[config.mk]
export PLATFORM = sky130hd
export DESIGN_NAME = xtb_stage
export DESIGN_NICKNAME = d
export VERILOG_FILES = /design/src/hdl/xtb_pkg.sv /design/src/hdl/xtb_stage.sv
export SDC_FILE = /design/constraint.sdc
export NUM_CORES = 1
export LEC_CHECK = 0
export ABC_AREA = 1
export BUFFER_PORTS_ARGS = -buffer_cell sky130_fd_sc_hd__buf_2
export CORE_MARGIN = 4
export CORE_UTILIZATION = 54
export CTS_CLUSTER_SIZE = 12
export DETAILED_ROUTE_END_ITERATION = 8
export HOLD_SLACK_MARGIN = 0.03
export PLACE_DENSITY = 0.95
export SLEW_MARGIN = 10
export SYNTH_ARGS = -nofsm -noshare
export SYNTH_HDL_FRONTEND = slang
export SYNTH_SLANG_ARGS = --single-unit
[constraint.sdc]
create_clock -name clk -period 1.1 [get_ports clk]
set_input_delay 0.22 -clock clk [delete_from_list [all_inputs] [get_ports clk]]
set_output_delay 0.22 -clock clk [all_outputs]
set_load 0.01 [all_outputs]
[src/hdl/xtb_pkg.sv]
// shared types, register codes and round arithmetic for the xtea block decryptor
`default_nettype none

package xtb_pkg;

    // round constant
    localparam logic [31:0] DELTA = 32'h9E3779B9;

    // configuration register indexes
    localparam int unsigned CFG_INDEX_W = 8;
    localparam logic [CFG_INDEX_W-1:0] KEY_WORD_0 = 8'd0;
    localparam logic [CFG_INDEX_W-1:0] KEY_WORD_1 = 8'd1;
    localparam logic [CFG_INDEX_W-1:0] KEY_WORD_2 = 8'd2;
    localparam logic [CFG_INDEX_W-1:0] KEY_WORD_3 = 8'd3;

    // four key words, entry n selected by index n
    typedef logic [3:0][31:0] key_set_t;

    // payload carried down the pipe
    typedef struct packed {
        logic        last;
        logic [31:0] y;
        logic [31:0] z;
    } xtb_data_t;

    // one pipe word: valid bit plus payload
    typedef struct packed {
        logic      valid;
        xtb_data_t data;
    } xtb_word_t;

    // one half-round: target minus the mixed source keyed by sum and key word
    function automatic logic [31:0] half_round(
        input logic [31:0] target,
        input logic [31:0] src,
        input logic [31:0] sum,
        input logic [31:0] key
    );
        logic [31:0] mix;
        logic [31:0] sk;
        mix = ((src << 4) ^ (src >> 5)) + src;
        sk  = sum + key;
        return target - (mix ^ sk);
    endfunction

endpackage

`default_nettype wire

[src/hdl/xtb_stage.sv]
// one registered half-round stage of the decryption pipe
`default_nettype none

module xtb_stage #(
    parameter logic [31:0] SUM_VAL  = 32'h0,
    parameter bit          UPDATE_Z = 1'b1
) (
    input  wire logic              clk,
    input  wire logic              rst_n,
    input  wire logic              en,
    input  wire xtb_pkg::key_set_t key,
    input  wire xtb_pkg::xtb_word_t word_in,
    output xtb_pkg::xtb_word_t     word_out
);

    // key word chosen by the round sum, fixed for this stage
    localparam logic [1:0] KEY_SEL = UPDATE_Z ? SUM_VAL[12:11] : SUM_VAL[1:0];

    logic               valid_reg;
    xtb_pkg::xtb_data_t data_reg;
    xtb_pkg::xtb_data_t data_next;

    // half-round on the incoming payload
    always_comb
    begin
        data_next = word_in.data;
        if (UPDATE_Z)
        begin
            data_next.z = xtb_pkg::half_round(word_in.data.z, word_in.data.y,
                                              SUM_VAL, key[KEY_SEL]);
        end
        else
        begin
            data_next.y = xtb_pkg::half_round(word_in.data.y, word_in.data.z,
                                              SUM_VAL, key[KEY_SEL]);
        end
    end

    // valid bit
    always_ff @(posedge clk or negedge rst_n)
    begin
        if (!rst_n)
        begin
            valid_reg <= 1'b0;
        end
        else if (en)
        begin
            valid_reg <= word_in.valid;
        end
    end

    // payload
    always_ff @(posedge clk)
    begin
        if (en)
        begin
            data_reg <= data_next;
        end
    end

    assign word_out.valid = valid_reg;
    assign word_out.data  = data_reg;

endmodule

`default_nettype wire

==> run metrics, run 1 <==
status=stopped before the end; Stop stage=global routing; error msg=[ERROR GRT-0116] Global routing finished with congestion. Check the congestion regions in the DRC Viewer.; Synth top area share=29.72%; post-synth design cell area=6568 µm²; cells after synthesis=878; total track usage=65.69%; global placement routability congestion=1.047; # rows=40; Die X-Extent=118.3 µm; I/O pin count=263; Max Buffers Root-to-Sink=2; Synth top cells by count=245 x nand2_1, 103 x inv_1, 83 x nor2_1; synth top area cells=edfxtp_1 30%, nand2_1 14%, ha_1 13%; CTS buffer count=9; sequential fraction of the synthesis area=30.10%; clock sink count=66; root buffer cell=clkbuf_16; post-placement setup slack=-2.401 ns; synthesized net count=1143; first-pass GRT wire length=69980 µm; largest net degree at the start of global routing=20; Top FF cell, synth=edfxtp_1; Syn. warnings=0; number of global-route vias before repair=11.56k; Die Height=118.3 µm; Mapped Avg Cell Area=7.480 µm²; post-synth top area cell=edfxtp_1; grt ovf=65; Unique masters post-synth=41; # port buffers=166; Post-synth EDFFs=65; most numerous cell in the Yosys netlist=nand2_1; HPWL Detailed=18520 µm; FF+latch count, synth=66; DP Area=9150 µm²; async set or reset register ratio after synthesis=1.515%; CTS H-Tree Depth=3; initial core utilization=54.91%
==> logic make-up after synthesis <==
logic type,after synthesis,share of synthesized area (%)
and+or+nand+nor,430,28.20
AOI/OAI and AO/OA,114,10.06
buffers and inverters,109,6.287
xor gates and xnor gates,90,12.00
adders and majority gates,68,13.18
DFF,66,30.10
muxes,1,0.1714
==> metrics by stage <==
step	setup TNS, ns	std cells
after floorplan	-42.51	878
after global placement	-58.52	1361
after detailed placement	-60.48	1361
after CTS	-45.59	1442
==> timing repair <==
item / CTS
gates resized for setup: 287
gates cloned: 0
endpoints found under the hold margin: 1
hold buffers: 1
endpoints found under the setup margin: 42
pin swaps: 153
setup buffers: 65
==> routing by layer <==
metal | GRT overflow | track usage (%)
met5 | 0 | 9.926
met1 | 0 | 66.04
met4 | 28 | 62.34
met3 | 2 | 46.27
met2 | 35 | 86.82
==> run 2, diff against run 1 <==
- CORE_UTILIZATION: 54 -> 40
- CTS_CLUSTER_SIZE: 12 -> default
- HOLD_SLACK_MARGIN: 0.03 -> default
- PLACE_DENSITY: 0.95 -> default
- PLACE_DENSITY_LB_ADDON: default -> 0.15
==> run 2 against run 1 <==
Net effect: the flow now finishes, with violations (setup timing); synthesized cell count unchanged; area after synthesis is the same.
==> run metrics, run 2 <==
Area Overhead vs Synth=89.96%; TritonCTS clock tree=yes; synthesized net count=1143; commonest non-fill, non-tap cell in the layout=buf_4; drc violations=0; Max Buffers Root-to-Sink=2; synth top area cells=edfxtp_1 30%, nand2_1 14%, ha_1 13%; Arrival @ worst endpoint=3.11 ns; Worst Setup Start Kind=primary input; most numerous cell in the Yosys netlist=nand2_1; Unique masters post-synth=41; CTS H-Tree Depth=3; Post-synth EDFFs=65; final period utilization=272.7%; final WL=28680 µm; Core ar.=16000 µm²; # port buffers=166; crit-path max FO=4; number of global-route vias before repair=7546; NumNets Final=1586; Synth top cells by count=245 x nand2_1, 103 x inv_1, 83 x nor2_1; initial core utilization=41.05%; Top FF cell, synth=edfxtp_1; Hold Crit Class=primary input to flip-flop; violated checks=setup timing; max reg flops=65; # rows=46; Critical Path End Type=flip-flop; CP peak stage delay=0.34 ns; first-pass GRT wire length=37160 µm; WL/cell=18.60 µm; Synth top area share=29.72%; most frequent cells in the layout=230 x buf_4, 146 x buf_2, 144 x nand2_1, 85 x nand2_2, 78 x inv_1; FF+latch count, synth=66; Setup WS post-layout=-1.899 ns; Final Slew Violations=0; Max-Cap Viols=0; total track usage=25.92%; slowest library cell on the worst path=ha_4; drt pass-1 iters=5; post-placement setup slack=-2.324 ns; RSZ-0062 raised after global routing=yes; pwr dens=1780 nW/µm²; post-synth top area cell=edfxtp_1; peak supply drop=0.9378 mV; global placement routability congestion=0.9216; Syn. warnings=0; vias per cell=5.249; first-iteration detailed-routing DRC count=573; Worst Min Path Start=word_in[64]; Setup-failing EPs final=37; Period minus WS final=2.999 ns; Mapped Avg Cell Area=7.480 µm²; I/O pin count=263; WP data required=1.22 ns; Worst Clk Skew=0 ns; CP startpoint=word_in[51]; grt ovf=0; async set or reset register ratio after synthesis=1.515%; total power=22.20 mW; HPWL Detailed=18110 µm; final hold violation count=0; largest net degree at the start of global routing=34; sequential cell area=1977 µm²; Routed Antenna Nets=0; via count=8094; Worst Max-Slew Pin Slew=0.5413 ns; clock-pin slew on the worst setup and hold paths=0.06 ns; Skew-Pair Late Insertion Delay=0.35 ns; Antenna Cells=0; fin util=77.97%; clock sink count=66; antenna violations before repair=0; Die X-Extent=136.1 µm; Leakage=5.745 nW; post-synth design cell area=6568 µm²; Die Height=136.1 µm; CTS buffer count=9; CP cell instances=buf_6 -> xor2_2 -> ha_4 -> nand2_4 -> nor2_4 -> inv_2 -> nor2_4 -> buf_4 -> nand3_1 -> nand4_1 -> nand2_2 -> ha_4 -> nand2_4 -> nor2_4 -> nand2_2 -> nor4_2 -> nand2_2 -> nand3_2 -> nand2_1; Fmax achieved=333.4 MHz; status=complete, but fails checks; layout cell share with drive strength beyond 1=63.05%; Slew HR=63.79%; Reg-to-Reg Start=valid_reg$_DFFE_PN0P_; cells after synthesis=878; sequential fraction of the synthesis area=30.10%; root buffer cell=clkbuf_16; DIE AREA=18530 µm²; WHS=0.05112 ns; fill count=1018; CP Class=primary input to flip-flop; multi-input logic area=6336 µm²
-- run 2: cell counts after synthesis --
No cell type changed its count.
-- run 2: cell type report --
type,instances,share of cell area [%]
clock buffer,11,1.946
clock inverter,5,0.6318
inverter,108,3.310
multi-input combinational,703,50.79
sequential,66,15.85
tap,216,2.166
timing repair buffer,433,25.31
-- run 2: metal layers --
| metal | vias up | track usage, % | routed length, µm |
|---|---|---|---|
| met1 | 3792 | 31.44 | 10690 |
| li1 | 3761 | - | - |
| met2 | 408 | 44.74 | 14340 |
| met3 | 133 | 4.182 | 1933 |
| met4 | 0 | 12.43 | 1710 |
| met5 | - | 0 | 0 |
-- run 2: logic make-up after synthesis --
| family | synth area share [%] |
|---|---|
| AND/OR/NAND/NOR | 28.20 |
| AO/OA/AOI/OAI | 10.06 |
| buffers and inverters | 6.287 |
| XOR/XNOR | 12.00 |
| adder cells (fa/ha/maj) | 13.18 |
| flip-flops | 30.10 |
| multiplexers | 0.1714 |
-- run 2: power breakdown --
part | internal, mW | switching (mW) | leakage [nW]
combinational | 7.28 | 7.96 | 4.94
clock | 2.04 | 1.15 | 0.159
sequential | 3.64 | 0.124 | 0.647
-- run 2: path summary, 6_finish.rpt --
kind / to / slack [ns] / cells past startpoint
setup / recovery: word_out[27]$_DFFE_PP_ / -1.90 / 19
hold / removal: word_out[64]$_DFFE_PP_ / 0.05 / 1
setup reg to reg: valid_reg$_DFFE_PN0P_ / 0.37 / 1
hold reg to reg: valid_reg$_DFFE_PN0P_ / 0.50 / 1
max in group asynchronous: valid_reg$_DFFE_PN0P_ / 0.85 / 2
min in group asynchronous: valid_reg$_DFFE_PN0P_ / 0.17 / 2
-- run 2: metrics by stage --
| stage | instances | instance area [µm²] | setup TNS, ns |
|---|---|---|---|
| CTS | 1517 | 11240 | -44.63 |
| global route | 1542 | 12480 | -53.47 |
| detailed placement | 1440 | 9286 | -60.72 |
| floorplan | 878 | 6809 | -42.51 |
| finish | 1542 | 12480 | -50.58 |
| global placement | 1440 | 9286 | -60.11 |
-- run 2: critical path, delay by kind of cell --
kind,cells,cell delay (ns)
xor gates and xnor gates,1,0.19
and+or+nand+nor,13,1.71
buffers and inverters,3,0.31
adders and majority gates,2,0.67
-- run 2: repair_timing --
action	in CTS	in global routing
endpoints found under the setup margin	36	49
hold buffers	1	0
pin swaps	97	130
gates resized for setup	257	246
setup buffers	62	25
hold endpoints to repair	1	0
(Power assumes the default switching activity.)
